--- src/design/advdp_pkg.sv ---
// Package with types and constants shared by the advertising data structure parser.
`default_nettype none

package advdp_pkg;

  localparam logic [15:0] CID_RESET = 16'h004C;
  localparam int unsigned QUEUE_DEPTH = 4;

  localparam logic [7:0] TYPE_FLAGS      = 8'h01;
  localparam logic [7:0] TYPE_SVC_FIRST  = 8'h02;
  localparam logic [7:0] TYPE_SVC_LAST   = 8'h07;
  localparam logic [7:0] TYPE_NAME_SHORT = 8'h08;
  localparam logic [7:0] TYPE_NAME_FULL  = 8'h09;
  localparam logic [7:0] TYPE_TX_POWER   = 8'h0A;
  localparam logic [7:0] TYPE_MANUF      = 8'hFF;

  localparam logic [7:0] BEACON_SUBTYPE  = 8'h02;
  localparam logic [7:0] BEACON_MIN_LEN  = 8'h15;

  typedef enum logic [1:0] {
    KIND_SERVICE,
    KIND_NAME,
    KIND_UUID,
    KIND_SUMMARY
  } kind_t;

  typedef enum logic [1:0] {
    PH_LENGTH,
    PH_TYPE,
    PH_PAYLOAD,
    PH_STOPPED
  } phase_t;

  typedef struct packed {
    kind_t       kind;
    logic [7:0]  index;
    logic [7:0]  value;
    logic [7:0]  flags_value;
    logic [7:0]  tx_power;
    logic        is_beacon;
    logic [15:0] beacon_major;
    logic [15:0] beacon_minor;
    logic [2:0]  service_type;
    logic [7:0]  service_length;
    logic        last;
  } res_t;

  typedef struct packed {
    logic byte_vld;
    logic sum_vld;
    res_t byte_res;
    res_t sum_res;
  } push_t;

endpackage

`default_nettype wire

--- src/design/advdp_if.sv ---
// Interfaces for the byte input channel and the result output channel.
`default_nettype none

interface advdp_in_if;
  logic       valid;
  logic       ready;
  logic [7:0] data_byte;
  logic [7:0] packet_length;

  modport source (output valid, output data_byte, output packet_length, input ready);
  modport sink (input valid, input data_byte, input packet_length, output ready);
endinterface

interface advdp_out_if;
  logic              valid;
  logic              ready;
  logic [1:0]        kind;
  logic [7:0]        index;
  logic [7:0]        value;
  logic [7:0]        flags_value;
  logic signed [7:0] tx_power;
  logic              is_beacon;
  logic [15:0]       beacon_major;
  logic [15:0]       beacon_minor;
  logic [2:0]        service_type;
  logic [7:0]        service_length;
  logic              last;

  modport source (output valid, output kind, output index, output value,
                  output flags_value, output tx_power, output is_beacon,
                  output beacon_major, output beacon_minor, output service_type,
                  output service_length, output last, input ready);
  modport sink (input valid, input kind, input index, input value,
                input flags_value, input tx_power, input is_beacon,
                input beacon_major, input beacon_minor, input service_type,
                input service_length, input last, output ready);
endinterface

`default_nettype wire

--- src/design/advdp_parse.sv ---
// Input register and structure walker that turns bytes into result words.
`default_nettype none

module advdp_parse
  import advdp_pkg::*;
(
  input  wire logic        clk,
  input  wire logic        rst_n,
  input  wire logic [15:0] cid,
  input  wire logic        in_valid,
  output logic             in_ready,
  input  wire logic [7:0]  in_data_byte,
  input  wire logic [7:0]  in_packet_length,
  input  wire logic        room,
  output push_t            push
);

  localparam logic [7:0] MP_CID_LO   = 8'd0;
  localparam logic [7:0] MP_CID_HI   = 8'd1;
  localparam logic [7:0] MP_SUBTYPE  = 8'd2;
  localparam logic [7:0] MP_LEN      = 8'd3;
  localparam logic [7:0] MP_UUID_LO  = 8'd4;
  localparam logic [7:0] MP_UUID_HI  = 8'd19;
  localparam logic [7:0] MP_MAJOR_HI = 8'd20;
  localparam logic [7:0] MP_MAJOR_LO = 8'd21;
  localparam logic [7:0] MP_MINOR_HI = 8'd22;
  localparam logic [7:0] MP_MINOR_LO = 8'd23;
  localparam logic [7:0] MP_POWER    = 8'd24;

  logic       iv_r;
  logic [7:0] ib_r;
  logic [7:0] il_r;
  logic       adv;
  logic       last;
  logic [8:0] off_inc;
  logic [9:0] need;

  phase_t      phase_r, phase_nxt;
  logic [7:0]  off_r;
  logic [7:0]  rem_r, rem_nxt;
  logic [7:0]  stype_r, stype_nxt;
  logic [7:0]  ppos_r, ppos_nxt;
  logic        hdr_r, hdr_nxt;
  logic [7:0]  colow_r, colow_nxt;
  logic [7:0]  flags_r, flags_nxt;
  logic [7:0]  txp_r, txp_nxt;
  logic        beacon_r, beacon_nxt;
  logic [15:0] major_r, major_nxt;
  logic [15:0] minor_r, minor_nxt;
  logic [2:0]  sstype_r, sstype_nxt;
  logic [7:0]  sslen_r, sslen_nxt;

  logic is_svc;
  logic is_name;
  logic is_uuid;

  assign adv      = iv_r && room;
  assign in_ready = !iv_r || room;
  assign off_inc  = {1'b0, off_r} + 9'd1;
  assign last     = off_inc >= {1'b0, il_r};
  assign need     = {2'b00, off_r} + 10'd1 + {2'b00, ib_r};

  always_ff @(posedge clk) begin
    if (!rst_n) begin
      iv_r <= 1'b0;
    end else if (in_ready) begin
      iv_r <= in_valid;
    end
  end

  always_ff @(posedge clk) begin
    if (in_ready && in_valid) begin
      ib_r <= in_data_byte;
      il_r <= in_packet_length;
    end
  end

  always_comb begin
    phase_nxt  = phase_r;
    rem_nxt    = rem_r;
    stype_nxt  = stype_r;
    ppos_nxt   = ppos_r;
    hdr_nxt    = hdr_r;
    colow_nxt  = colow_r;
    flags_nxt  = flags_r;
    txp_nxt    = txp_r;
    beacon_nxt = beacon_r;
    major_nxt  = major_r;
    minor_nxt  = minor_r;
    sstype_nxt = sstype_r;
    sslen_nxt  = sslen_r;
    unique case (phase_r)
      PH_LENGTH: begin
        if (ib_r != 8'd0) begin
          if (need > {2'b00, il_r}) begin
            phase_nxt = PH_STOPPED;
          end else begin
            rem_nxt   = ib_r - 8'd1;
            phase_nxt = PH_TYPE;
          end
        end
      end
      PH_TYPE: begin
        stype_nxt = ib_r;
        ppos_nxt  = 8'd0;
        hdr_nxt   = 1'b0;
        if (ib_r >= TYPE_SVC_FIRST && ib_r <= TYPE_SVC_LAST) begin
          sstype_nxt = ib_r[2:0];
          sslen_nxt  = rem_r;
        end
        phase_nxt = (rem_r == 8'd0) ? PH_LENGTH : PH_PAYLOAD;
      end
      PH_PAYLOAD: begin
        if (stype_r == TYPE_FLAGS) begin
          if (ppos_r == 8'd0) flags_nxt = ib_r;
        end else if (stype_r == TYPE_TX_POWER) begin
          if (ppos_r == 8'd0) txp_nxt = ib_r;
        end else if (stype_r == TYPE_MANUF) begin
          if (ppos_r == MP_CID_LO) begin
            colow_nxt = ib_r;
          end else if (ppos_r == MP_CID_HI) begin
            hdr_nxt = ({ib_r, colow_r} == cid);
          end else if (ppos_r == MP_SUBTYPE) begin
            if (ib_r != BEACON_SUBTYPE) hdr_nxt = 1'b0;
          end else if (ppos_r == MP_LEN) begin
            if (ib_r < BEACON_MIN_LEN) hdr_nxt = 1'b0;
            if (hdr_nxt) beacon_nxt = 1'b1;
          end else if (hdr_r) begin
            if (ppos_r == MP_MAJOR_HI || ppos_r == MP_MINOR_HI) begin
              colow_nxt = ib_r;
            end else if (ppos_r == MP_MAJOR_LO) begin
              major_nxt = {colow_r, ib_r};
            end else if (ppos_r == MP_MINOR_LO) begin
              minor_nxt = {colow_r, ib_r};
            end else if (ppos_r == MP_POWER) begin
              txp_nxt = ib_r;
            end
          end
        end
        ppos_nxt = ppos_r + 8'd1;
        rem_nxt  = rem_r - 8'd1;
        if (rem_nxt == 8'd0) phase_nxt = PH_LENGTH;
      end
      PH_STOPPED: begin
      end
      default: begin
      end
    endcase
  end

  always_comb begin
    is_svc  = stype_r >= TYPE_SVC_FIRST && stype_r <= TYPE_SVC_LAST;
    is_name = stype_r == TYPE_NAME_SHORT || stype_r == TYPE_NAME_FULL;
    is_uuid = stype_r == TYPE_MANUF && hdr_r && ppos_r >= MP_UUID_LO
              && ppos_r <= MP_UUID_HI;

    push.byte_vld = adv && phase_r == PH_PAYLOAD && (is_svc || is_name || is_uuid);
    push.byte_res = '0;
    push.byte_res.value = ib_r;
    if (is_svc) begin
      push.byte_res.kind  = KIND_SERVICE;
      push.byte_res.index = ppos_r;
    end else if (is_name) begin
      push.byte_res.kind  = KIND_NAME;
      push.byte_res.index = ppos_r;
    end else begin
      push.byte_res.kind  = KIND_UUID;
      push.byte_res.index = ppos_r - MP_UUID_LO;
    end

    push.sum_vld = adv && last;
    push.sum_res = '0;
    push.sum_res.kind           = KIND_SUMMARY;
    push.sum_res.flags_value    = flags_nxt;
    push.sum_res.tx_power       = txp_nxt;
    push.sum_res.is_beacon      = beacon_nxt;
    push.sum_res.beacon_major   = major_nxt;
    push.sum_res.beacon_minor   = minor_nxt;
    push.sum_res.service_type   = sstype_nxt;
    push.sum_res.service_length = sslen_nxt;
    push.sum_res.last           = 1'b1;
  end

  always_ff @(posedge clk) begin
    if (!rst_n || (adv && last)) begin
      phase_r  <= PH_LENGTH;
      off_r    <= '0;
      rem_r    <= '0;
      stype_r  <= '0;
      ppos_r   <= '0;
      hdr_r    <= 1'b0;
      colow_r  <= '0;
      flags_r  <= '0;
      txp_r    <= '0;
      beacon_r <= 1'b0;
      major_r  <= '0;
      minor_r  <= '0;
      sstype_r <= '0;
      sslen_r  <= '0;
    end else if (adv) begin
      phase_r  <= phase_nxt;
      off_r    <= off_inc[7:0];
      rem_r    <= rem_nxt;
      stype_r  <= stype_nxt;
      ppos_r   <= ppos_nxt;
      hdr_r    <= hdr_nxt;
      colow_r  <= colow_nxt;
      flags_r  <= flags_nxt;
      txp_r    <= txp_nxt;
      beacon_r <= beacon_nxt;
      major_r  <= major_nxt;
      minor_r  <= minor_nxt;
      sstype_r <= sstype_nxt;
      sslen_r  <= sslen_nxt;
    end
  end

  a_last_clears: assert property (@(posedge clk) disable iff (!rst_n)
    (adv && last) |=> (off_r == 8'd0 && phase_r == PH_LENGTH))
    else $error("packet state not cleared after last word");

  a_payload_rem: assert property (@(posedge clk) disable iff (!rst_n)
    (phase_r == PH_PAYLOAD) |-> (rem_r != 8'd0))
    else $error("payload phase with no bytes remaining");

  a_byte_phase: assert property (@(posedge clk) disable iff (!rst_n)
    push.byte_vld |-> (phase_r == PH_PAYLOAD && iv_r))
    else $error("field word emitted outside a structure payload");

endmodule

`default_nettype wire

--- src/design/advdp_outq.sv ---
// Result queue that takes up to two words per cycle and hands out one.
`default_nettype none

module advdp_outq
  import advdp_pkg::*;
#(
  parameter int unsigned Depth = QUEUE_DEPTH
) (
  input  wire logic clk,
  input  wire logic rst_n,
  input  push_t     push,
  output logic      room,
  output logic      out_valid,
  input  wire logic out_ready,
  output res_t      head
);

  localparam int unsigned PW = $clog2(Depth);
  localparam int unsigned CW = $clog2(Depth + 1);

  res_t          mem_r [Depth];
  logic [PW-1:0] wr_ptr_r, wr_ptr_nxt;
  logic [PW-1:0] rd_ptr_r;
  logic [PW-1:0] wr1;
  logic [CW-1:0] cnt_r, cnt_nxt;
  logic [1:0]    push_n;
  logic          pop;
  res_t          w0;

  function automatic logic [PW-1:0] wrap_inc(input logic [PW-1:0] p);
    wrap_inc = (p == PW'(Depth - 1)) ? '0 : p + 1'b1;
  endfunction

  assign push_n    = {1'b0, push.byte_vld} + {1'b0, push.sum_vld};
  assign pop       = out_valid && out_ready;
  assign out_valid = cnt_r != '0;
  assign head      = mem_r[rd_ptr_r];
  assign room      = cnt_r <= CW'(Depth - 2);
  assign w0        = push.byte_vld ? push.byte_res : push.sum_res;
  assign wr1       = wrap_inc(wr_ptr_r);

  always_comb begin
    cnt_nxt = cnt_r + CW'(push_n) - CW'(pop);
    unique case (push_n)
      2'd0:    wr_ptr_nxt = wr_ptr_r;
      2'd1:    wr_ptr_nxt = wr1;
      default: wr_ptr_nxt = wrap_inc(wr1);
    endcase
  end

  always_ff @(posedge clk) begin
    if (push_n != 2'd0) mem_r[wr_ptr_r] <= w0;
    if (push_n == 2'd2) mem_r[wr1] <= push.sum_res;
  end

  always_ff @(posedge clk) begin
    if (!rst_n) begin
      wr_ptr_r <= '0;
      rd_ptr_r <= '0;
      cnt_r    <= '0;
    end else begin
      wr_ptr_r <= wr_ptr_nxt;
      cnt_r    <= cnt_nxt;
      if (pop) rd_ptr_r <= wrap_inc(rd_ptr_r);
    end
  end

  a_cnt_bound: assert property (@(posedge clk) disable iff (!rst_n)
    cnt_r <= CW'(Depth))
    else $error("result queue count beyond depth");

  a_no_overflow: assert property (@(posedge clk) disable iff (!rst_n)
    (push_n != 2'd0) |-> room)
    else $error("word pushed without room in result queue");

  a_pair_last: assert property (@(posedge clk) disable iff (!rst_n)
    (push_n == 2'd2) |-> (push.sum_res.last && push.byte_res.kind != KIND_SUMMARY))
    else $error("two words pushed without a summary behind a field word");

endmodule

`default_nettype wire

--- src/design/adv_data_structure_parser.sv ---
// Top level of the advertising data structure parser.
// A byte is held in the input register, then parsed and its result words pushed into
// the result queue, from whose head they are offered.
// Throughput: one byte per cycle while the queue holds at most QueueDepth-2 words; the
// last byte of a packet may add two words, so a run of short packets stalls the input.
// Reset is synchronous and active low; it clears all parse state and the queue and
// sets the beacon company id to 0x004C.
`default_nettype none

module adv_data_structure_parser
  import advdp_pkg::*;
#(
  parameter int unsigned QueueDepth = QUEUE_DEPTH
) (
  input  wire logic        clk,
  input  wire logic        rst_n,
  input  wire logic        cfg_we,
  input  wire logic [15:0] cfg_wdata,
  advdp_in_if.sink         in_ch,
  advdp_out_if.source      out_ch
);

  logic [15:0] cid_r;
  logic        room;
  push_t       push;
  res_t        head;

  always_ff @(posedge clk) begin
    if (!rst_n) begin
      cid_r <= CID_RESET;
    end else if (cfg_we) begin
      cid_r <= cfg_wdata;
    end
  end

  advdp_parse u_parse (
    .clk              (clk),
    .rst_n            (rst_n),
    .cid              (cid_r),
    .in_valid         (in_ch.valid),
    .in_ready         (in_ch.ready),
    .in_data_byte     (in_ch.data_byte),
    .in_packet_length (in_ch.packet_length),
    .room             (room),
    .push             (push)
  );

  advdp_outq #(
    .Depth (QueueDepth)
  ) u_outq (
    .clk       (clk),
    .rst_n     (rst_n),
    .push      (push),
    .room      (room),
    .out_valid (out_ch.valid),
    .out_ready (out_ch.ready),
    .head      (head)
  );

  assign out_ch.kind           = head.kind;
  assign out_ch.index          = head.index;
  assign out_ch.value          = head.value;
  assign out_ch.flags_value    = head.flags_value;
  assign out_ch.tx_power       = head.tx_power;
  assign out_ch.is_beacon      = head.is_beacon;
  assign out_ch.beacon_major   = head.beacon_major;
  assign out_ch.beacon_minor   = head.beacon_minor;
  assign out_ch.service_type   = head.service_type;
  assign out_ch.service_length = head.service_length;
  assign out_ch.last           = head.last;

endmodule

`default_nettype wire
--- src/flat_wrapper.sv ---
// flat-port wrapper written by rule: the top's interface ports become plain ports
module adv_data_structure_parser_flat import advdp_pkg::*;
#(
  parameter int unsigned QueueDepth = QUEUE_DEPTH
)
  (clk, rst_n, cfg_we, cfg_wdata, in_ch_valid, in_ch_data_byte, in_ch_packet_length, in_ch_ready, out_ch_valid, out_ch_kind, out_ch_index, out_ch_value, out_ch_flags_value, out_ch_tx_power, out_ch_is_beacon, out_ch_beacon_major, out_ch_beacon_minor, out_ch_service_type, out_ch_service_length, out_ch_last, out_ch_ready);
  advdp_in_if in_ch_i ();
  advdp_out_if out_ch_i ();
  input  wire logic clk;
  input  wire logic rst_n;
  input  wire logic cfg_we;
  input  wire logic [15:0] cfg_wdata;
  input wire logic [$bits(in_ch_i.valid)-1:0] in_ch_valid;
  input wire logic [$bits(in_ch_i.data_byte)-1:0] in_ch_data_byte;
  input wire logic [$bits(in_ch_i.packet_length)-1:0] in_ch_packet_length;
  output wire logic [$bits(in_ch_i.ready)-1:0] in_ch_ready;
  output wire logic [$bits(out_ch_i.valid)-1:0] out_ch_valid;
  output wire logic [$bits(out_ch_i.kind)-1:0] out_ch_kind;
  output wire logic [$bits(out_ch_i.index)-1:0] out_ch_index;
  output wire logic [$bits(out_ch_i.value)-1:0] out_ch_value;
  output wire logic [$bits(out_ch_i.flags_value)-1:0] out_ch_flags_value;
  output wire logic [$bits(out_ch_i.tx_power)-1:0] out_ch_tx_power;
  output wire logic [$bits(out_ch_i.is_beacon)-1:0] out_ch_is_beacon;
  output wire logic [$bits(out_ch_i.beacon_major)-1:0] out_ch_beacon_major;
  output wire logic [$bits(out_ch_i.beacon_minor)-1:0] out_ch_beacon_minor;
  output wire logic [$bits(out_ch_i.service_type)-1:0] out_ch_service_type;
  output wire logic [$bits(out_ch_i.service_length)-1:0] out_ch_service_length;
  output wire logic [$bits(out_ch_i.last)-1:0] out_ch_last;
  input wire logic [$bits(out_ch_i.ready)-1:0] out_ch_ready;
  assign in_ch_i.valid = in_ch_valid;
  assign in_ch_i.data_byte = in_ch_data_byte;
  assign in_ch_i.packet_length = in_ch_packet_length;
  assign in_ch_ready = in_ch_i.ready;
  assign out_ch_valid = out_ch_i.valid;
  assign out_ch_kind = out_ch_i.kind;
  assign out_ch_index = out_ch_i.index;
  assign out_ch_value = out_ch_i.value;
  assign out_ch_flags_value = out_ch_i.flags_value;
  assign out_ch_tx_power = out_ch_i.tx_power;
  assign out_ch_is_beacon = out_ch_i.is_beacon;
  assign out_ch_beacon_major = out_ch_i.beacon_major;
  assign out_ch_beacon_minor = out_ch_i.beacon_minor;
  assign out_ch_service_type = out_ch_i.service_type;
  assign out_ch_service_length = out_ch_i.service_length;
  assign out_ch_last = out_ch_i.last;
  assign out_ch_i.ready = out_ch_ready;
  adv_data_structure_parser #(.QueueDepth(QueueDepth)) u_core (.clk(clk), .rst_n(rst_n), .cfg_we(cfg_we), .cfg_wdata(cfg_wdata), .in_ch(in_ch_i), .out_ch(out_ch_i));
endmodule
--- config.mk ---
export PLATFORM = sky130hd
export DESIGN_NAME = adv_data_structure_parser_flat
export DESIGN_NICKNAME = d
export VERILOG_FILES = /design/src/design/advdp_pkg.sv /design/src/design/advdp_if.sv /design/src/design/advdp_parse.sv /design/src/design/advdp_outq.sv /design/src/design/adv_data_structure_parser.sv /design/src/flat_wrapper.sv
export SDC_FILE = /design/constraint.sdc
export NUM_CORES = 1
export LEC_CHECK = 0
export BUFFER_PORTS_ARGS = -buffer_cell sky130_fd_sc_hd__buf_2
export CAP_MARGIN = 20
export CORE_MARGIN = 5
export CORE_UTILIZATION = 45
export CTS_CLUSTER_SIZE = 14
export DETAILED_ROUTE_END_ITERATION = 8
export GPL_ROUTABILITY_DRIVEN = 0
export GPL_TIMING_DRIVEN = 0
export HOLD_SLACK_MARGIN = 0.02
export SETUP_SLACK_MARGIN = 0.3
export SYNTH_ARGS = -nofsm -noshare
export SYNTH_HDL_FRONTEND = slang
export SYNTH_SLANG_ARGS = --single-unit
--- constraint.sdc ---
create_clock -name clk -period 4.85 [get_ports clk]
set_input_delay 0.485 -clock clk [delete_from_list [all_inputs] [get_ports clk]]
set_output_delay 0.485 -clock clk [all_outputs]
set_load 0.01 [all_outputs]
==> metrics.md <==
| Metric | Value |
|---|---|
| Fin crit share | 88.2% |
| DR WL/cell | 21.3 µm |
| Core region area | 0.0464 mm² |
| WP data arrival | 4.58 ns |
| Post-DP HPWL | 38700 µm |
| Setup CP Type | reg -> reg |
| CP required | 5.15 ns |
| Share of flip-flops with an asynchronous set or reset | 0% |
| Total CTS buffers | 48 |
| Crit path launch type | flip-flop |
| CTS tree | built |
| Status | finished, final reports clean |
| #FFs+latches synth | 461 |
| Cell area after synthesis | 0.0210 mm² |
| Syn Nets | 1914 |
| Clk_skew | 0.0168 ns |
| Gr usage total | 22.1% |
| Die height | 226 µm |
| Top_reg_cell synth | edfxtp_1 |
| Hold_buf cts | 0 |
| Mapped Cells | 1821 |
| Power per cell area | 404 mW/mm² |
| Final wirelength | 56300 µm |
| Post-route minimum period | 4.28 ns |
| RSZ-0062 raised after global routing | true |
| Synth Area in Compound Gates | 6.94% |
| Fill cell count | 4096 |
| Worst Tran Pin Value | 1.16 ns |
| Final hold viol count | 0 |
| Die width | 226 µm |
| Final setup fails | 0 |
| Synth Area in Simple Gates | 13.9% |
| CTS sink count | 461 |
| Multiplexer area fraction after synthesis | 14.1% |
| Worst skew pair latency | 0.59 ns |
| Vias in the first global route | 14700 |
| Worst vdd ir | 0.271 mV |
| H-tree depth | 2 |
| I/O pin cnt | 118 |
| Via density per instance | 5.56 |
| Crit Path Max Fanout | 10 |
| Multi-input gate area | 0.00851 mm² |
| First-pass DRT Iterations | 6 |
| CTS max path bufs | 3 |
| Hold crit path type | in -> reg |
| Buffers added on ports | 116 |
| Max Slew Vio Count | 0 |
| Register area | 0.0118 mm² |
| Core Util, Final | 52.0% |
| Initial Util | 45.3% |
| Largest family of logic cells by synthesized area | multiplexers |
| Max-slew headroom | 22.4% |
| Die ar. | 0.0511 mm² |
| Setup tns final | 0 ns |
| Layout net count | 2090 |
| Yosys cell types | 74 |
| Max-cap viol count | 0 |
| Rows | 79 |
| FMAX | 0.234 GHz |
| Pwr Total | 9760 µW |
| Total number of vias | 14700 |
| Global-route wire length before repair | 86600 µm |
| Clk slew on worst S/H paths | 0.06 ns |
| Lkg Pwr | 0.00817 µW |
| Initial antenna violation count | 0 |
| Area Overhead vs Synth | 14.9% |
| Post-Syn Area per Cell | 11.5 µm² |
| Synth warn | 0 |
| ANT cells | 0 |
| Post-synth EDFFs | 256 |
| Detail Route Antenna Nets | 0 |
| CP endpoint kind | flip-flop |
| 1st-iter DRT viols | 1261 |
| Seq/Total Area, Yosys | 56.1% |
| CTS root buffer | clkbuf_16 |
| Share of layout cells above drive strength 1 | 17.7% |
| XOR/XNOR share of the synthesized area | 2.17% |
| Final global-route overflow total | 0 |
| WHS | 0.0824 ns |
| Post-synthesis adder-cell area fraction | 3.41% |
| DRC | 0 |
| Largest net degree at the start of global routing | 60 |
## power breakdown
group / switching [µW] / internal [µW]
combinational: 1120 / 739
sequential: 122 / 4210
clock: 1520 / 2040
total: 2760 / 7000
## cell families (layout without fill, tap and decap cells)
group / Yosys count / after routing
compound gates: 231 / 231
xor+xnor: 52 / 52
fa+ha+maj: 56 / 56
buf+inv: 164 / 377
flops: 461 / 461
mux: 196 / 196
simple gates: 661 / 661
## critical path, cell delays in order, from the launching register on
cell	delay, ns
dfxtp_1	0.43
ha_1	0.25
and3_2	0.25
nand3_1	0.12
xnor2_1	0.16
ha_1	0.21
or4_1	0.55
a21oi_1	0.16
nand2b_1	0.22
inv_1	0.07
ha_1	0.17
clkbuf_1	0.22
nand2_1	0.13
and2_1	0.12
clkbuf_4	0.23
a21o_1	0.11
buf_2	0.26
clkbuf_4	0.30
nor2_1	0.06
## through the flow
step	area (µm²)	std cells	worst slack, ns
6_report	24100	2641	0.571
5_1_grt	24100	2641	0.258
3_5_place_dp	22500	2548	-0.131
2_1_floorplan	21000	1821	0.395
4_1_cts	24000	2636	0.420
3_3_place_gp	22300	2544	-1.49
## final timing paths
kind	startpoint	to	slack, ns	cells past startpoint
worst max-delay path	u_core.u_parse.off_r[1]	u_core.u_outq.mem_r[2][6]	0.57	18
worst max register to register	u_core.u_parse.off_r[1]	u_core.u_outq.mem_r[2][6]	0.57	18
worst min-delay path	in_ch_data_byte[4]	u_core.u_parse.ib_r[4]	0.08	1
worst min register to register	u_core.u_outq.mem_r[1][0]	u_core.u_outq.mem_r[1][0]	0.45	2
## sequential cells by signal, summed over array words and instances, names as in the netlist, 3 cells and up, named ones only
register / count
u_core.u_outq.mem_r: 316
u_core.cid_r: 16
u_core.u_parse.major_r: 16
u_core.u_parse.minor_r: 16
u_core.u_parse.colow_r: 8
u_core.u_parse.flags_r: 8
u_core.u_parse.ib_r: 8
u_core.u_parse.il_r: 8
u_core.u_parse.off_r: 8
u_core.u_parse.ppos_r: 8
u_core.u_parse.rem_r: 8
u_core.u_parse.sslen_r: 8
u_core.u_parse.stype_r: 8
u_core.u_parse.txp_r: 8
u_core.u_outq.cnt_r: 3
u_core.u_parse.sstype_r: 3
## metal layers
metal  routed length (µm)  vias up  global-route usage [%]
met2                26400      447                    35.5
met3                 3790      104                    4.16
met5                    0        -                       0
met1                24300     7265                    30.6
li1                     -     6863                       -
met4                 1830        0                    7.35
## layout by cell type, fill, tap and decap left out, drive strengths merged, types with 31 or more instances in the layout
cell type,count
nor2,356
o21ai,54
dfxtp,205
nand2,157
mux4,79
ha,54
inv,46
edfxtp,256
mux2i,115
clkbuf,141
xor2,31
nand3,41
buf,171
a21oi,100
## layout make-up
class                   count  share of cell area [%]
plain buffers             120                    2.56
clock buffers              66                    5.57
clock inverters            21                   0.653
inverters                  44                   0.742
multi-input cells        1196                    35.3
flip-flops and latches    461                    48.9
well taps                 607                    3.15
repair buffers            126                    3.16
## Yosys cell counts (all sizes together) (2+ instances only)
| master | n | area [µm²] |
|---|---|---|
| o21ai | 54 | 274 |
| xnor2 | 21 | 184 |
| nor2b | 7 | 43.8 |
| dfxtp | 205 | 4100 |
| nor3 | 20 | 133 |
| a21o | 7 | 52.6 |
| fa | 2 | 40.0 |
| nand2b | 9 | 56.3 |
| a22o | 30 | 263 |
| a311oi | 2 | 23.8 |
| a31oi | 3 | 18.8 |
| clkbuf | 62 | 233 |
| nand3 | 41 | 205 |
| o32ai | 5 | 43.8 |
| and4 | 3 | 26.3 |
| buf | 58 | 322 |
| mux2 | 2 | 22.5 |
| nor4 | 6 | 67.6 |
| ha | 54 | 676 |
| inv | 44 | 168 |
| a41oi | 2 | 17.5 |
| o22ai | 3 | 18.8 |
| and2 | 15 | 93.8 |
| nand3b | 2 | 15.0 |
| a211oi | 2 | 15.0 |
| o31ai | 3 | 22.5 |
| nor2 | 356 | 1340 |
| o21a | 2 | 15.0 |
| mux2i | 115 | 1150 |
| xor2 | 31 | 272 |
| a2111oi | 3 | 45.1 |
| or3 | 8 | 50.1 |
| a21oi | 100 | 519 |
| o211ai | 3 | 22.5 |
| mux4 | 79 | 1780 |
| or2 | 5 | 31.3 |
| nand4 | 13 | 100 |
| nand2 | 157 | 597 |
| and3 | 10 | 62.6 |
| or4 | 4 | 30.0 |
| edfxtp | 256 | 7690 |
## timing repair
item,in CTS,in global routing
setup endpoints to repair,185,379
buffers inserted,1,3
pin swaps,0,1
gates resized for setup,6,38
No activity file was read; power rests on OpenSTA's default activity.
